`src/rtl/dtti_pkg.sv`:
```
`default_nettype none
package dtti_pkg;

	// character codes
	localparam logic [7:0] CH_MINUS = 8'h2D;
	localparam logic [7:0] CH_ZERO  = 8'h30;
	localparam logic [7:0] CH_NINE  = 8'h39;

	// result status codes
	typedef enum logic [1:0] {
		ST_OK      = 2'd0,
		ST_INVALID = 2'd1,
		ST_RANGE   = 2'd2
	} status_t;

	// target width codes
	typedef enum logic [1:0] {
		TW_8  = 2'd0,
		TW_16 = 2'd1,
		TW_32 = 2'd2,
		TW_64 = 2'd3
	} twidth_t;

	// register indexes
	localparam logic REG_TARGET_WIDTH  = 1'b0;
	localparam logic REG_TARGET_SIGNED = 1'b1;

	// reset values of the registers
	localparam logic [1:0] TARGET_WIDTH_RST  = TW_32;
	localparam logic       TARGET_SIGNED_RST = 1'b1;

	// configuration seen by the converter
	typedef struct packed {
		logic [1:0] target_width;
		logic       target_signed;
	} cfg_t;

	// largest magnitude allowed for the target
	function automatic logic [63:0] limit_of(logic [1:0] w, logic sgn, logic neg);
		logic [63:0] umax;
		unique case (twidth_t'(w))
			TW_8:    umax = 64'h0000_0000_0000_00FF;
			TW_16:   umax = 64'h0000_0000_0000_FFFF;
			TW_32:   umax = 64'h0000_0000_FFFF_FFFF;
			TW_64:   umax = 64'hFFFF_FFFF_FFFF_FFFF;
			default: umax = 64'hFFFF_FFFF_FFFF_FFFF;
		endcase
		if (sgn) begin
			limit_of = (umax >> 1) + {63'd0, neg};
		end else begin
			limit_of = umax;
		end
	endfunction

endpackage
`default_nettype wire

```
`src/rtl/dtti_char_if.sv`:
```
`default_nettype none
interface dtti_char_if;
	logic       valid;
	logic       ready;
	logic [7:0] char_code;
	logic       is_last;

	modport source (output valid, output char_code, output is_last, input ready);
	modport sink   (input valid, input char_code, input is_last, output ready);
endinterface
`default_nettype wire

```
`src/rtl/dtti_res_if.sv`:
```
`default_nettype none
interface dtti_res_if;
	logic        valid;
	logic        ready;
	logic [63:0] value;
	logic [1:0]  status;

	modport source (output valid, output value, output status, input ready);
	modport sink   (input valid, input value, input status, output ready);
endinterface
`default_nettype wire

```
`src/rtl/dtti_cfg.sv`:
```
`default_nettype none
module dtti_cfg (
	input  wire logic          clk,
	input  wire logic          arst_n,
	input  wire logic          psel,
	input  wire logic          penable,
	input  wire logic          pwrite,
	input  wire logic [2:0]    paddr,
	input  wire logic [31:0]   pwdata,
	output logic      [31:0]   prdata,
	output logic               pready,
	output dtti_pkg::cfg_t     cfg
);

	logic [1:0] target_width_q;
	logic       target_signed_q;
	logic       wr_en;
	logic       reg_sel;

	assign pready  = 1'b1;
	assign wr_en   = psel && penable && pwrite;
	assign reg_sel = paddr[2];

	// register writes
	always_ff @(posedge clk or negedge arst_n) begin
		if (!arst_n) begin
			target_width_q  <= dtti_pkg::TARGET_WIDTH_RST;
			target_signed_q <= dtti_pkg::TARGET_SIGNED_RST;
		end else if (wr_en) begin
			if (reg_sel == dtti_pkg::REG_TARGET_WIDTH) begin
				target_width_q <= pwdata[1:0];
			end else begin
				target_signed_q <= pwdata[0];
			end
		end
	end

	// read back
	always_comb begin
		if (reg_sel == dtti_pkg::REG_TARGET_WIDTH) begin
			prdata = {30'd0, target_width_q};
		end else begin
			prdata = {31'd0, target_signed_q};
		end
	end

	assign cfg.target_width  = target_width_q;
	assign cfg.target_signed = target_signed_q;

endmodule
`default_nettype wire

```
`src/rtl/dtti_core.sv`:
```
`default_nettype none
module dtti_core (
	input  wire logic           clk,
	input  wire logic           arst_n,
	input  wire dtti_pkg::cfg_t cfg,
	dtti_char_if.sink           chars,
	dtti_res_if.source          results
);

	// input register
	logic       vld_s1;
	logic [7:0] char_s1;
	logic       last_s1;

	// per-string state
	logic [63:0]       mag_q;
	logic              neg_q;
	logic              at_start_q;
	dtti_pkg::status_t err_q;

	// result register
	logic              out_vld_q;
	logic [63:0]       out_value_q;
	dtti_pkg::status_t out_status_q;

	logic              out_free;
	logic              adv;
	logic              is_digit;
	logic [3:0]        digit;
	logic [63:0]       lim;
	logic [67:0]       prod;
	logic              fits;
	logic [63:0]       n_mag;
	logic              n_neg;
	logic              n_start;
	dtti_pkg::status_t n_err;
	dtti_pkg::status_t fin_st;
	logic [63:0]       fin_value;

	// handshake: non-final words never wait on the result side
	assign out_free    = !out_vld_q || results.ready;
	assign adv         = vld_s1 && (!last_s1 || out_free);
	assign chars.ready = !vld_s1 || adv;

	always_ff @(posedge clk or negedge arst_n) begin
		if (!arst_n) begin
			vld_s1 <= 1'b0;
		end else if (chars.ready) begin
			vld_s1 <= chars.valid;
		end
	end

	always_ff @(posedge clk) begin
		if (chars.valid && chars.ready) begin
			char_s1 <= chars.char_code;
			last_s1 <= chars.is_last;
		end
	end

	// digit step: magnitude * 10 + digit, checked exactly against the limit
	assign is_digit = (char_s1 >= dtti_pkg::CH_ZERO) && (char_s1 <= dtti_pkg::CH_NINE);
	assign digit    = 4'(char_s1 - dtti_pkg::CH_ZERO);
	assign lim      = dtti_pkg::limit_of(cfg.target_width, cfg.target_signed, neg_q);
	assign prod     = ({4'd0, mag_q} << 3) + ({4'd0, mag_q} << 1) + {64'd0, digit};
	assign fits     = prod <= {4'd0, lim};

	always_comb begin
		n_mag   = mag_q;
		n_neg   = neg_q;
		n_start = at_start_q;
		n_err   = err_q;
		if (is_digit) begin
			n_start = 1'b0;
			if (err_q == dtti_pkg::ST_OK) begin
				if (fits) begin
					n_mag = prod[63:0];
				end else begin
					n_err = dtti_pkg::ST_RANGE;
				end
			end
		end else if (char_s1 == dtti_pkg::CH_MINUS && at_start_q && !neg_q
				&& cfg.target_signed) begin
			n_neg = 1'b1;
		end else begin
			n_err = dtti_pkg::ST_INVALID;
		end
	end

	// final status; a magnitude that is still ok was already checked on its last digit
	always_comb begin
		fin_st = n_err;
		if (fin_st != dtti_pkg::ST_INVALID && (n_start || (n_neg && !cfg.target_signed))) begin
			fin_st = dtti_pkg::ST_INVALID;
		end
		if (fin_st != dtti_pkg::ST_OK) begin
			fin_value = 64'd0;
		end else if (n_neg) begin
			fin_value = 64'd0 - n_mag;
		end else begin
			fin_value = n_mag;
		end
	end

	// state update, cleared after the final word of a string
	always_ff @(posedge clk or negedge arst_n) begin
		if (!arst_n) begin
			mag_q      <= 64'd0;
			neg_q      <= 1'b0;
			at_start_q <= 1'b1;
			err_q      <= dtti_pkg::ST_OK;
		end else if (adv) begin
			if (last_s1) begin
				mag_q      <= 64'd0;
				neg_q      <= 1'b0;
				at_start_q <= 1'b1;
				err_q      <= dtti_pkg::ST_OK;
			end else begin
				mag_q      <= n_mag;
				neg_q      <= n_neg;
				at_start_q <= n_start;
				err_q      <= n_err;
			end
		end
	end

	// result register
	always_ff @(posedge clk or negedge arst_n) begin
		if (!arst_n) begin
			out_vld_q <= 1'b0;
		end else if (adv && last_s1) begin
			out_vld_q <= 1'b1;
		end else if (results.ready) begin
			out_vld_q <= 1'b0;
		end
	end

	always_ff @(posedge clk) begin
		if (adv && last_s1) begin
			out_value_q  <= fin_value;
			out_status_q <= fin_st;
		end
	end

	assign results.valid  = out_vld_q;
	assign results.value  = out_value_q;
	assign results.status = out_status_q;

	// a string always starts over once its final word has gone through
	a_clear_after_last: assert property (@(posedge clk) disable iff (!arst_n)
		adv && last_s1 |=> at_start_q && !neg_q && mag_q == 64'd0
			&& err_q == dtti_pkg::ST_OK)
		else $error("string state not cleared after final word");

	// nothing accumulates before the first digit
	a_no_mag_at_start: assert property (@(posedge clk) disable iff (!arst_n)
		at_start_q |-> mag_q == 64'd0)
		else $error("magnitude set before any digit");

	// a failed string carries a zero value
	a_zero_on_error: assert property (@(posedge clk) disable iff (!arst_n)
		out_vld_q && out_status_q != dtti_pkg::ST_OK |-> out_value_q == 64'd0)
		else $error("non-zero value with error status");

	// input is only held off by a waiting final word
	a_stall_cause: assert property (@(posedge clk) disable iff (!arst_n)
		!chars.ready |-> vld_s1 && last_s1 && out_vld_q && !results.ready)
		else $error("input stalled without cause");

endmodule
`default_nettype wire

```
`src/rtl/decimal_text_to_integer.sv`:
```
// A string's final character passes the input register, then loads the result register.
// Throughput: one character per cycle while the input is not held off; set by the magnitude
// update, a times-ten add and an exact compare against the target limit, all combinational.
// The input only waits while a result is held and the final character is queued behind it.
// Reset (arst_n low, asynchronous): target 32-bit signed, string state cleared, no result held.
`default_nettype none
module decimal_text_to_integer (
	input  wire logic        clk,
	input  wire logic        arst_n,
	input  wire logic        psel,
	input  wire logic        penable,
	input  wire logic        pwrite,
	input  wire logic [2:0]  paddr,
	input  wire logic [31:0] pwdata,
	output logic      [31:0] prdata,
	output logic             pready,
	dtti_char_if.sink        chars,
	dtti_res_if.source       results
);

	dtti_pkg::cfg_t cfg;

	// configuration registers
	dtti_cfg u_cfg (
		.clk     (clk),
		.arst_n  (arst_n),
		.psel    (psel),
		.penable (penable),
		.pwrite  (pwrite),
		.paddr   (paddr),
		.pwdata  (pwdata),
		.prdata  (prdata),
		.pready  (pready),
		.cfg     (cfg)
	);

	// converter datapath
	dtti_core u_core (
		.clk     (clk),
		.arst_n  (arst_n),
		.cfg     (cfg),
		.chars   (chars),
		.results (results)
	);

endmodule
`default_nettype wire
```
`src/flat_wrapper.sv`:
```
// flat-port wrapper written by rule: the top's interface ports become plain ports
module decimal_text_to_integer_flat 
  (clk, arst_n, psel, penable, pwrite, paddr, pwdata, prdata, pready, chars_valid, chars_char_code, chars_is_last, chars_ready, results_valid, results_value, results_status, results_ready);
  dtti_char_if chars_i ();
  dtti_res_if results_i ();
  input  wire logic clk;
  input  wire logic arst_n;
  input  wire logic psel;
  input  wire logic penable;
  input  wire logic pwrite;
  input  wire logic [2:0] paddr;
  input  wire logic [31:0] pwdata;
  output logic      [31:0] prdata;
  output logic pready;
  input wire logic [$bits(chars_i.valid)-1:0] chars_valid;
  input wire logic [$bits(chars_i.char_code)-1:0] chars_char_code;
  input wire logic [$bits(chars_i.is_last)-1:0] chars_is_last;
  output wire logic [$bits(chars_i.ready)-1:0] chars_ready;
  output wire logic [$bits(results_i.valid)-1:0] results_valid;
  output wire logic [$bits(results_i.value)-1:0] results_value;
  output wire logic [$bits(results_i.status)-1:0] results_status;
  input wire logic [$bits(results_i.ready)-1:0] results_ready;
  assign chars_i.valid = chars_valid;
  assign chars_i.char_code = chars_char_code;
  assign chars_i.is_last = chars_is_last;
  assign chars_ready = chars_i.ready;
  assign results_valid = results_i.valid;
  assign results_value = results_i.value;
  assign results_status = results_i.status;
  assign results_i.ready = results_ready;
  decimal_text_to_integer u_core (.clk(clk), .arst_n(arst_n), .psel(psel), .penable(penable), .pwrite(pwrite), .paddr(paddr), .pwdata(pwdata), .prdata(prdata), .pready(pready), .chars(chars_i), .results(results_i));
endmodule
```
`config.mk`:
```
export PLATFORM = sky130hd
export DESIGN_NAME = decimal_text_to_integer_flat
export DESIGN_NICKNAME = d
export VERILOG_FILES = /design/src/rtl/dtti_pkg.sv /design/src/rtl/dtti_char_if.sv /design/src/rtl/dtti_res_if.sv /design/src/rtl/dtti_cfg.sv /design/src/rtl/dtti_core.sv /design/src/rtl/decimal_text_to_integer.sv /design/src/flat_wrapper.sv
export SDC_FILE = /design/constraint.sdc
export NUM_CORES = 1
export LEC_CHECK = 0
export BUFFER_PORTS_ARGS = -buffer_cell sky130_fd_sc_hd__buf_2
export CORE_MARGIN = 5
export CORE_UTILIZATION = 40
export DETAILED_ROUTE_END_ITERATION = 10
export GPL_TIMING_DRIVEN = 1
export PLACE_DENSITY = 0.64
export SETUP_SLACK_MARGIN = 0.4
export SLEW_MARGIN = 5
export SYNTH_ARGS = -nofsm -noshare
export SYNTH_HDL_FRONTEND = slang
export SYNTH_HIERARCHICAL = 1
export SYNTH_SLANG_ARGS = --single-unit
```
`constraint.sdc`:
```
create_clock -name clk -period 10.5 [get_ports clk]
set_input_delay 0.525 -clock clk [delete_from_list [all_inputs] [get_ports clk]]
set_output_delay 0.525 -clock clk [all_outputs]
set_load 0.01 [all_outputs]
```
**Yosys cells after proc, flatten, opt, wreduce, memory -nomap -nowiden**

Index checks and enable logic that the tools add are counted.

- $add $sub $neg: 5
- $mul: 0
- Divide/modulo/power cells: 0
- $lt $le $gt $ge: 3
- Eq/ne operators: 5
- Shift operators: 0
- Multiplexer cells: 21
- Bitwise operators: 1
- Reductions and logical operators: 26

Operator list:

| operator | number |
|---|---|
| 2-to-1 mux 64 bit | 6 |
| case mux 64 bit (4 select lines) | 1 |
| adder 67 x 65 -> 68 bit | 1 |
| adder 68 x 4 -> 68 bit | 1 |
| less-or-equal comparator 68 x 64 -> 1 bit | 1 |
| adder 63 x 1 -> 64 bit | 1 |
| subtractor 1 x 64 -> 64 bit, first input constant | 1 |
| 2-to-1 mux 2 bit | 7 |
| logical AND 1 bit | 11 |
| == test 8 x 6 -> 1 bit, second input constant | 1 |
| greater-or-equal comparator 8 x 6 -> 1 bit, second input constant | 1 |
| less-or-equal comparator 8 x 6 -> 1 bit, second input constant | 1 |
| 2-to-1 mux 1 bit | 7 |
| logical NOT 1 bit | 5 |
| == test 2 bit, second input constant | 2 |
| logical NOT 2 bit | 2 |
| logical OR 1 bit | 4 |
| AND reduction 2 bit | 2 |
| nonzero test 2 bit | 2 |
| subtractor 4 x 1 -> 4 bit, second input constant | 1 |
| == test 2 x 1 -> 1 bit, second input constant | 1 |
| inequality test 2 x 1 -> 1 bit, second input constant | 1 |
| NOT 1 bit | 1 |

- Flip-flop bits (word level): 148
- Bits in latches: 0
- RAM bits: 0
- ROM bits: 0
- Input bits: 51
- Output and inout port bits: 101
- Logic and storage cells: 73
- Memories: 0

**Longest topological paths before layout**

Gate-level depths: netlist (run 1).

- Depth in word-level cells: 12
- Gate-level depth with buffers: 38
- Gate-level depth less buffers: 34

**By module**

Netlist (run 1), hierarchy kept.

Modules (own cells, without submodules):

| module | instances | cells each | area each (sq um) | sequential area each (sq um) |
|---|---|---|---|---|
| dtti_core | 1 | 1,805 | 15,327.2 | 4,005.1 |
| dtti_cfg | 1 | 44 | 415.4 | 77.6 |

**Worst setup path after synthesis (run 1)**

No wires, ideal clock.

- Path kind: flip-flop to flip-flop
- Start: register u_core.u_core.char_s1[3]
- End: register u_core.u_core.out_value_q[52] (netlist: u_core/u_core/results.value[52]), data pin
- Library setup time: 0.268 ns
- Arrival: 7.337 ns
- Data required time: 10.232 ns
- Path slack: 2.895 ns
- Stages on the path, launching flop included: 35
- Buffers on the path: 4
- Clock period less this slack: 7.605 ns
- Path through: edfxtp_1 > fa_1 > ha_1 > a211oi_1 > o21ai_1 > a21oi_2 > a2111oi_0 > o311a_1 > a31oi_1 > o21bai_1 > xor2_1 > ha_1 > nand4_1 > nor4_1 > nand2_1 > nor4_1 > a21o_1 > o2111a_1 > and4b_4 > nand4_1 > buf_2 > buf_2 > buf_2 > mux2i_1 > ha_1 > buf_1 > nand2_1 > nor3_1 > nand4b_1 > nor3_1 > nand4_1 > a21oi_2 > and3_1 > o21ai_0 > nor3b_2

- Longest elaborated chain between the ends: 11
- Elaborated cells on any way between the ends: 28
- Those cells by class: add/sub (3); order compare (3); eq/ne (2); mux (12); reduce/logical (8)

RTL lines:

| what | line | source |
|---|---|---|
| from (decl) | dtti_core.sv:12 | `logic [7:0] char_s1;` |
| from (signal assigned) | dtti_core.sv:55 | `char_s1 <= chars.char_code;` |
| branches (longest 11 deep; another with adder 68 x 4 -> 68 bit) | n/a |  |
| to (signal assigned) | dtti_core.sv:139 | `out_value_q <= fin_value;` |
| to (decl) | dtti_core.sv:23 | `logic [63:0] out_value_q;` |

Several ways; the timed one is not identified.
A chain may end at the register's enable or synchronous reset.

**Final worst setup path (run 1)**

- Start: register u_core.u_core.mag_q[2]
- End: register u_core.u_core.out_value_q[52] (netlist: u_core/u_core/results.value[52]), data pin

- Longest elaborated chain between the ends: 10
- Elaborated cells on any way between the ends: 15
- Those cells by class: add/sub (3); order compare (1); eq/ne (1); mux (8); reduce/logical (2)

RTL lines:

| what | line | source |
|---|---|---|
| from (decl) | dtti_core.sv:16 | `logic [63:0] mag_q;` |
| from (signal assigned) | dtti_core.sv:118 | `mag_q <= n_mag;` |
| branches (longest 10 deep; another with adder 67 x 65 -> 68 bit) | n/a |  |

Several ways; the timed one is not identified.

==> impl_metrics.tcl, run 1 <==
set metrics [dict create \
    clk_latency_ns 0.45 \
    syn_area_per_cell_um2 8.51 \
    crit_fanout 8 \
    gr-total-overflow 0 \
    die_h_um 208 \
    end_kind "register" \
    fill_cells 3747 \
    drc 0 \
    critPathRequiredTime_ns 10.68 \
    max-cap-violations 0 \
    wl_per_cell_um 20.6 \
    p_switching_uw 427 \
    hold_class "in2reg" \
    synth_edf_count 75 \
    ir_drop_uv 115 \
    dpl_cell_area_um2 16400 \
    dp_hpwl_um 38900 \
    cts_root_buffer "clkbuf_16" \
    rsz0062_at_grt "no" \
    path_class "reg2reg" \
    yosysTopAreaCell "ha_1" \
    htreeDepth 4 \
    start_util 0.405 \
    outcome "complete, no violations" \
    syn_inst 1849 \
    wl_um 49800 \
    die_area_um2 43400 \
    setup_violations 0 \
    clockBufferDepth 2 \
    finalInstanceArea_um2 17100 \
    num_vias 14900 \
    row_count 72 \
    synth.cell_area_um2 15700 \
    slew_violations 0 \
    antenna_found_initial 0 \
    arrival_ns 9.73 \
    relSlewSlack 0.212 \
    cpMaxStageDelayCell "dfrtp_1" \
    cts_buffers 17 \
    gp_congestion 0.933 \
    viasPerCell 6.16 \
    async_flop_share 0.493 \
    max_freq_ghz 0.105 \
    io_pins 152 \
    p_leak_uw 0.00739 \
    drive_above_1_share 0.0979 \
    final_hold_viol_count 0 \
    netlist.area_leader.share 0.155 \
    fin_crit_sh 0.909 \
    syn2layout_area_growth_pct 8.35 \
    grt_max_degree 70 \
    power.internal_uw 1060 \
    diodes 0 \
    cts.sinks 148 \
    synth.area.top_cells "ha_1 15%, edfxtp_1 14%, dfrtp_1 11%" \
    clock_power_share 0.422 \
    die_x_um 208 \
    rrSetupSlack_ns 0.96 \
    cts_tree "yes" \
    first_global_vias 13900 \
    pwr-share-comb 0.145 \
    drt-initial-drc-count 1434 \
    synth_ff_type "edfxtp_1" \
    seq_power_share 0.433 \
    ys_warn_count 6 \
    crit_path_start_kind "register" \
    detail-route-antenna-nets 0 \
    tightest_slew_ns 1.17 \
    ys_seq_elements 148 \
    max_stage_delay_ns 0.55 \
    final_nets 2135 \
    firstDrtPassIters 5 \
    min_period_ns 9.54 \
    synth_cell_type_count 99 \
    grt_pass1_wl_um 78000 \
    power.density_nw_per_um2 86.9 \
    skew_ns 0.00955 \
    power.share.switching 0.288 \
    clk_pin_slew_worst_paths_ns 0.07 \
    crit_top_cell "nand4_1" \
    ys_seq_area_frac 0.259 \
    tns_ns 0 \
    io_buffer_count 88 \
    post-cts-setup-buffer-count 0 \
    core_um2 38800 \
    track_usage 0.221 \
]
per-stage QoR:
step	hold WS, ns	utilization	power (uW)	instances	setup slack (ns)
6_report	0.256	0.439	1480	2418	0.957
5_1_grt	0.236	0.439	1540	2418	0.408
4_1_cts	0.235	0.439	1490	2418	1.20
3_5_place_dp	0.418	0.424	864	2385	1.25
3_3_place_gp	0.412	0.424	856	2385	1.38
2_1_floorplan	0.229	-	801	1878	2.89
cell families after synthesis:
family          Yosys count  synth area share
fa+ha+maj               197             0.158
xor+xnor                 95            0.0529
flops                   148             0.259
buf+inv                 155            0.0502
compound gates          541             0.224
other cells               2          0.000477
simple gates            639             0.209
mux                      72            0.0467
worst paths after layout:
kind | startpoint | endpoint | depth (start not counted)
max reg2reg | u_core/u_core/mag_q[2]$_DFFE_PN0P_ | u_core/u_core/results.value[52]$_SDFFCE_PP0P_ | 32
min in group asynchronous | arst_n | u_core/u_core/mag_q[11]$_DFFE_PN0P_ | 2
max | u_core/u_core/mag_q[2]$_DFFE_PN0P_ | u_core/u_core/results.value[52]$_SDFFCE_PP0P_ | 32
min | chars_char_code[3] | u_core/u_core/char_s1[3]$_DFFE_PP_ | 1
max in group asynchronous | arst_n | u_core/u_core/mag_q[41]$_DFFE_PN0P_ | 3
min reg2reg | u_core/u_core/at_start_q$_DFFE_PN1P_ | u_core/u_core/at_start_q$_DFFE_PN1P_ | 2
sequential cells by signal (all words and copies together), names as in the netlist:
register and cells:
u_core/u_cfg/target_signed_q 1, u_core/u_core/char_s1 8, u_core/u_core/at_start_q 1, u_core/u_core/mag_q 64
u_core/u_core/last_s1 1, u_core/u_cfg/target_width_q 2, u_core/u_core/vld_s1 1, u_core/u_core/err_q 2
u_core/u_core/neg_q 1, u_core/u_core/results.value 64, u_core/u_core/results.valid 1, u_core/u_core/results.status 2
what timing repair did:
action                                  4_1_cts  5_1_grt
hold endpoints to repair                     17        0
hold buffers                                  1        0
resized for setup                             0        1
endpoints found under the setup margin        0        1
layer usage:
metal  global-route usage  up-vias  routed length (um)
li1                     -     7016                   -
met1                0.334     7150               23700
met2                0.320      648               20800
met3               0.0342       69                4110
met4               0.0725        0                1210
met5                    0        -                   0
cells in the mapped netlist (20+ instances only):
library cell and instances:
mux2i_1 66, nor4_1 20, dfrtp_1 70, or3_1 32
a21oi_1 150, buf_2 22, o21ai_0 136, xor2_1 49
a22o_1 25, a21o_1 32, nor2_1 140, nand4_1 53
inv_1 39, nor3_1 55, clkbuf_1 46, and2_1 26
xnor2_1 46, ha_1 195, nand2_1 172, a211oi_1 22
a31oi_1 21, edfxtp_1 75, nand3_1 40, buf_4 39
area by class of cell:
class                           instances  area [um^2]  share of cell area
Inverter                               39          146             0.00858
Clock buffer                           17          425              0.0249
Timing Repair Buffer                  106          581              0.0340
Tap cell                              518          648              0.0380
Clock inverter                         15          171              0.0100
Sequential cell                       148         4080               0.239
Multi-Input combinational cell       1575        11000               0.645
power by group through the flow:
stage / Combinational (uW) / Clock, uW / Sequential [uW]
floorplan: 146 / 0 / 655
global placement: 203 / 0 / 652
detailed placement: 211 / 0 / 653
CTS: 213 / 636 / 642
global route: 239 / 658 / 644
finish: 216 / 626 / 642
placed cells by master (no fill, tap or decap), types with 20 or more instances in the layout:
| master | synthesis | final |
|---|---|---|
| dfrtp_1 | 70 | 70 |
| nand2_1 | 172 | 172 |
| o21ai_0 | 136 | 136 |
| mux2i_1 | 66 | 66 |
| ha_1 | 195 | 195 |
| nor4_1 | 20 | 20 |
| a31oi_1 | 21 | 21 |
| edfxtp_1 | 75 | 75 |
| a22o_1 | 25 | 25 |
| nor3_1 | 55 | 54 |
| a211oi_1 | 22 | 22 |
| nand4_1 | 53 | 53 |
| a21o_1 | 32 | 32 |
| and2_1 | 26 | 26 |
| buf_2 | 22 | 87 |
| xor2_1 | 49 | 49 |
| conb_1 | 2 | 31 |
| nor2_1 | 140 | 139 |
| inv_1 | 39 | 38 |
| a21oi_1 | 150 | 149 |
| nand3_1 | 40 | 40 |
| xnor2_1 | 46 | 46 |
| or3_1 | 32 | 31 |
critical path, delay by kind of cell (launching register included):
kind            cells  cell delay (ns)
fa+ha+maj           4             1.44
compound gates     12             3.25
mux                 1             0.38
xor+xnor            1             0.39
flops               1             0.55
buf+inv             2             0.26
simple gates       12             2.97
No activity file was read; power rests on OpenSTA's default activity.
==> inputs of run 2 (changes only) <==
--- a/config.mk
+++ b/config.mk
@@ -15,5 +15,4 @@
 export SLEW_MARGIN = 5
 export SYNTH_ARGS = -nofsm -noshare
 export SYNTH_HDL_FRONTEND = slang
-export SYNTH_HIERARCHICAL = 1
 export SYNTH_SLANG_ARGS = --single-unit
==> impl_metrics.tcl, run 2 <==
set metrics [dict create \
    outcome "complete, no violations" \
    synth.cell_area_um2 15800 \
    clockBufferDepth 2 \
    async_flop_share 0.493 \
    row_count 72 \
    drive_above_1_share 0.104 \
    path_class "reg2reg" \
    detail-route-antenna-nets 0 \
    tightest_slew_ns 1.10 \
    dp_hpwl_um 40900 \
    rsz0062_at_grt "no" \
    clk_pin_slew_worst_paths_ns 0.07 \
    final_nets 2191 \
    yosysTopAreaCell "ha_1" \
    die_h_um 209 \
    netlist.area_leader.share 0.154 \
    gp_congestion 0.952 \
    slew_violations 0 \
    layout_common_cells "195 x ha_1, 176 x nor2_1, 170 x nand2_1" \
    rrSetupSlack_ns 0.83 \
    cts_tree "yes" \
    core_um2 38900 \
    track_usage 0.237 \
    crit_path_start_kind "register" \
    grt_max_degree 73 \
    viasPerCell 6.16 \
    htreeDepth 4 \
    cts.sinks 148 \
    wl_per_cell_um 21.6 \
    ys_seq_area_frac 0.258 \
    critPathRequiredTime_ns 10.76 \
    diodes 0 \
    antenna_found_initial 0 \
    ir_drop_uv 120 \
    power.density_nw_per_um2 85.5 \
    p_leak_uw 0.00760 \
    final_hold_viol_count 0 \
    arrival_ns 9.94 \
    mostFrequentLayoutCell "ha_1" \
    gr-total-overflow 0 \
    max_stage_delay_ns 0.73 \
    reg2reg_from "u_core.u_core.char_s1[3]$_DFFE_PP_" \
    num_vias 15200 \
    start_util 0.406 \
    synth_cell_type_count 98 \
    synth_ff_type "edfxtp_1" \
    end_kind "register" \
    drc 0 \
    cp_num_buf_inv 1 \
    min_from "chars_char_code[5]" \
    cpMaxStageDelayCell "or4_4" \
    synth_common_cells "195 x ha_1, 177 x nor2_1, 171 x nand2_1, 149 x a21oi_1, 135 x o21ai_0" \
    hold_class "in2reg" \
    layoutNonFillerInstCount 2474 \
    post-cts-setup-buffer-count 0 \
    yosysMostFrequentCell "ha_1" \
    fin_crit_sh 0.921 \
    crit_fanout 11 \
    setup_violations 0 \
    max_freq_ghz 0.103 \
    cts_buffers 17 \
    ys_seq_elements 148 \
    synth_edf_count 75 \
    ys_warn_count 0 \
    drt-initial-drc-count 1497 \
    crit_family "simple AND/OR/NAND/NOR gates" \
    die_area_um2 43600 \
    io_pins 152 \
    first_global_vias 14700 \
    cp-startpoint "u_core.u_core.char_s1[3]$_DFFE_PP_" \
    firstDrtPassIters 5 \
    clk_latency_ns 0.47 \
    skew_ns 0.0201 \
    io_buffer_count 88 \
    cts_root_buffer "clkbuf_16" \
    tns_ns 0 \
    max-cap-violations 0 \
    relSlewSlack 0.266 \
    grt_pass1_wl_um 83400 \
    post-place-cells 2441 \
    wl_um 53400 \
    synth.area.top_cells "ha_1 15%, edfxtp_1 14%, dfrtp_1 11%" \
    min_period_ns 9.67 \
    syn_inst 1899 \
    die_x_um 209 \
    syn_area_per_cell_um2 8.32 \
    syn2layout_area_growth_pct 8.73 \
]
run 2: cell types whose count changed after synthesis, moves of 6 or more:
cell,previous run,this run
a22o_1,25,34
nor3_1,55,65
o211ai_1,17,8
a311oi_1,13,2
a2111oi_0,7,1
mux2_2,3,10
o21ai_1,7,14
clkbuf_1,46,53
nor2_1,140,177
nand4_1,53,45
nor4_1,20,32
mux2i_1,66,54
run 2: path summary, 6_finish.rpt:
check | end | depth (start not counted)
min | u_core.u_core.char_s1[5]$_DFFE_PP_ | 1
min in group asynchronous | u_core.u_core.mag_q[44]$_DFFE_PN0P_ | 2
max in group asynchronous | u_core.u_core.mag_q[58]$_DFFE_PN0P_ | 3
min reg2reg | u_core.u_core.err_q[1]$_DFFE_PN0P_ | 2
max | u_core.u_core.results.value[48]$_SDFFCE_PP0P_ | 30
max reg2reg | u_core.u_core.results.value[48]$_SDFFCE_PP0P_ | 30
run 2: logic make-up (layout without fill, tap and decap cells):
kind of cell               Yosys count  in the layout  share of synthesized area
buffers and inverters              161            189                     0.0489
AOI/OAI and AO/OA                  537            537                      0.218
adders and majority gates          197            197                      0.157
DFF                                148            148                      0.258
other                                2             31                   0.000475
and+or+nand+nor                    693            693                      0.221
xor gates and xnor gates            97             97                     0.0542
muxes                               64             64                     0.0413
run 2: final cells by class:
type / instances / area [um^2]
Clock buffer: 19 / 443
Clock inverter: 13 / 120
Fill cell: 3899 / 21700
Inverter: 45 / 169
Multi-Input combinational cell: 1619 / 11100
Sequential cell: 148 / 4080
Tap cell: 518 / 648
Timing Repair Buffer: 112 / 638
run 2: stage by stage:
step | util | setup slack (ns) | hold slack [ns] | power (uW) | instance area, um^2
2_1_floorplan | - | 2.77 | 0.229 | 800 | 15900
3_3_place_gp | 0.427 | 1.22 | 0.308 | 860 | 16600
3_5_place_dp | 0.427 | 1.23 | 0.308 | 868 | 16600
4_1_cts | 0.442 | 1.15 | 0.231 | 1470 | 17200
5_1_grt | 0.442 | 0.520 | 0.233 | 1530 | 17200
6_report | 0.442 | 0.827 | 0.239 | 1470 | 17200
run 2: per-layer routing:
layer  part of all wire  up-vias  GRT usage  wire, um
li1                   -     7159          -         -
met1               0.44     7374      0.319     23300
met2               0.47      593      0.392     24900
met3              0.063      122     0.0367      3380
met4              0.035        0     0.0788      1850
met5                  0        -          0         0
run 2: timing repair:
item / in CTS / in global routing
hold endpoints to repair: 1 / 0
endpoints found under the setup margin: 0 / 0
gates resized for setup: 0 / 0
hold buffers: 1 / 0
run 2: where the power goes:
part | total, uW | internal (uW) | switching, uW
Combinational | 218 | 71.4 | 147
Clock | 610 | 317 | 292
Sequential | 642 | 629 | 13.0
Total | 1470 | 1020 | 452
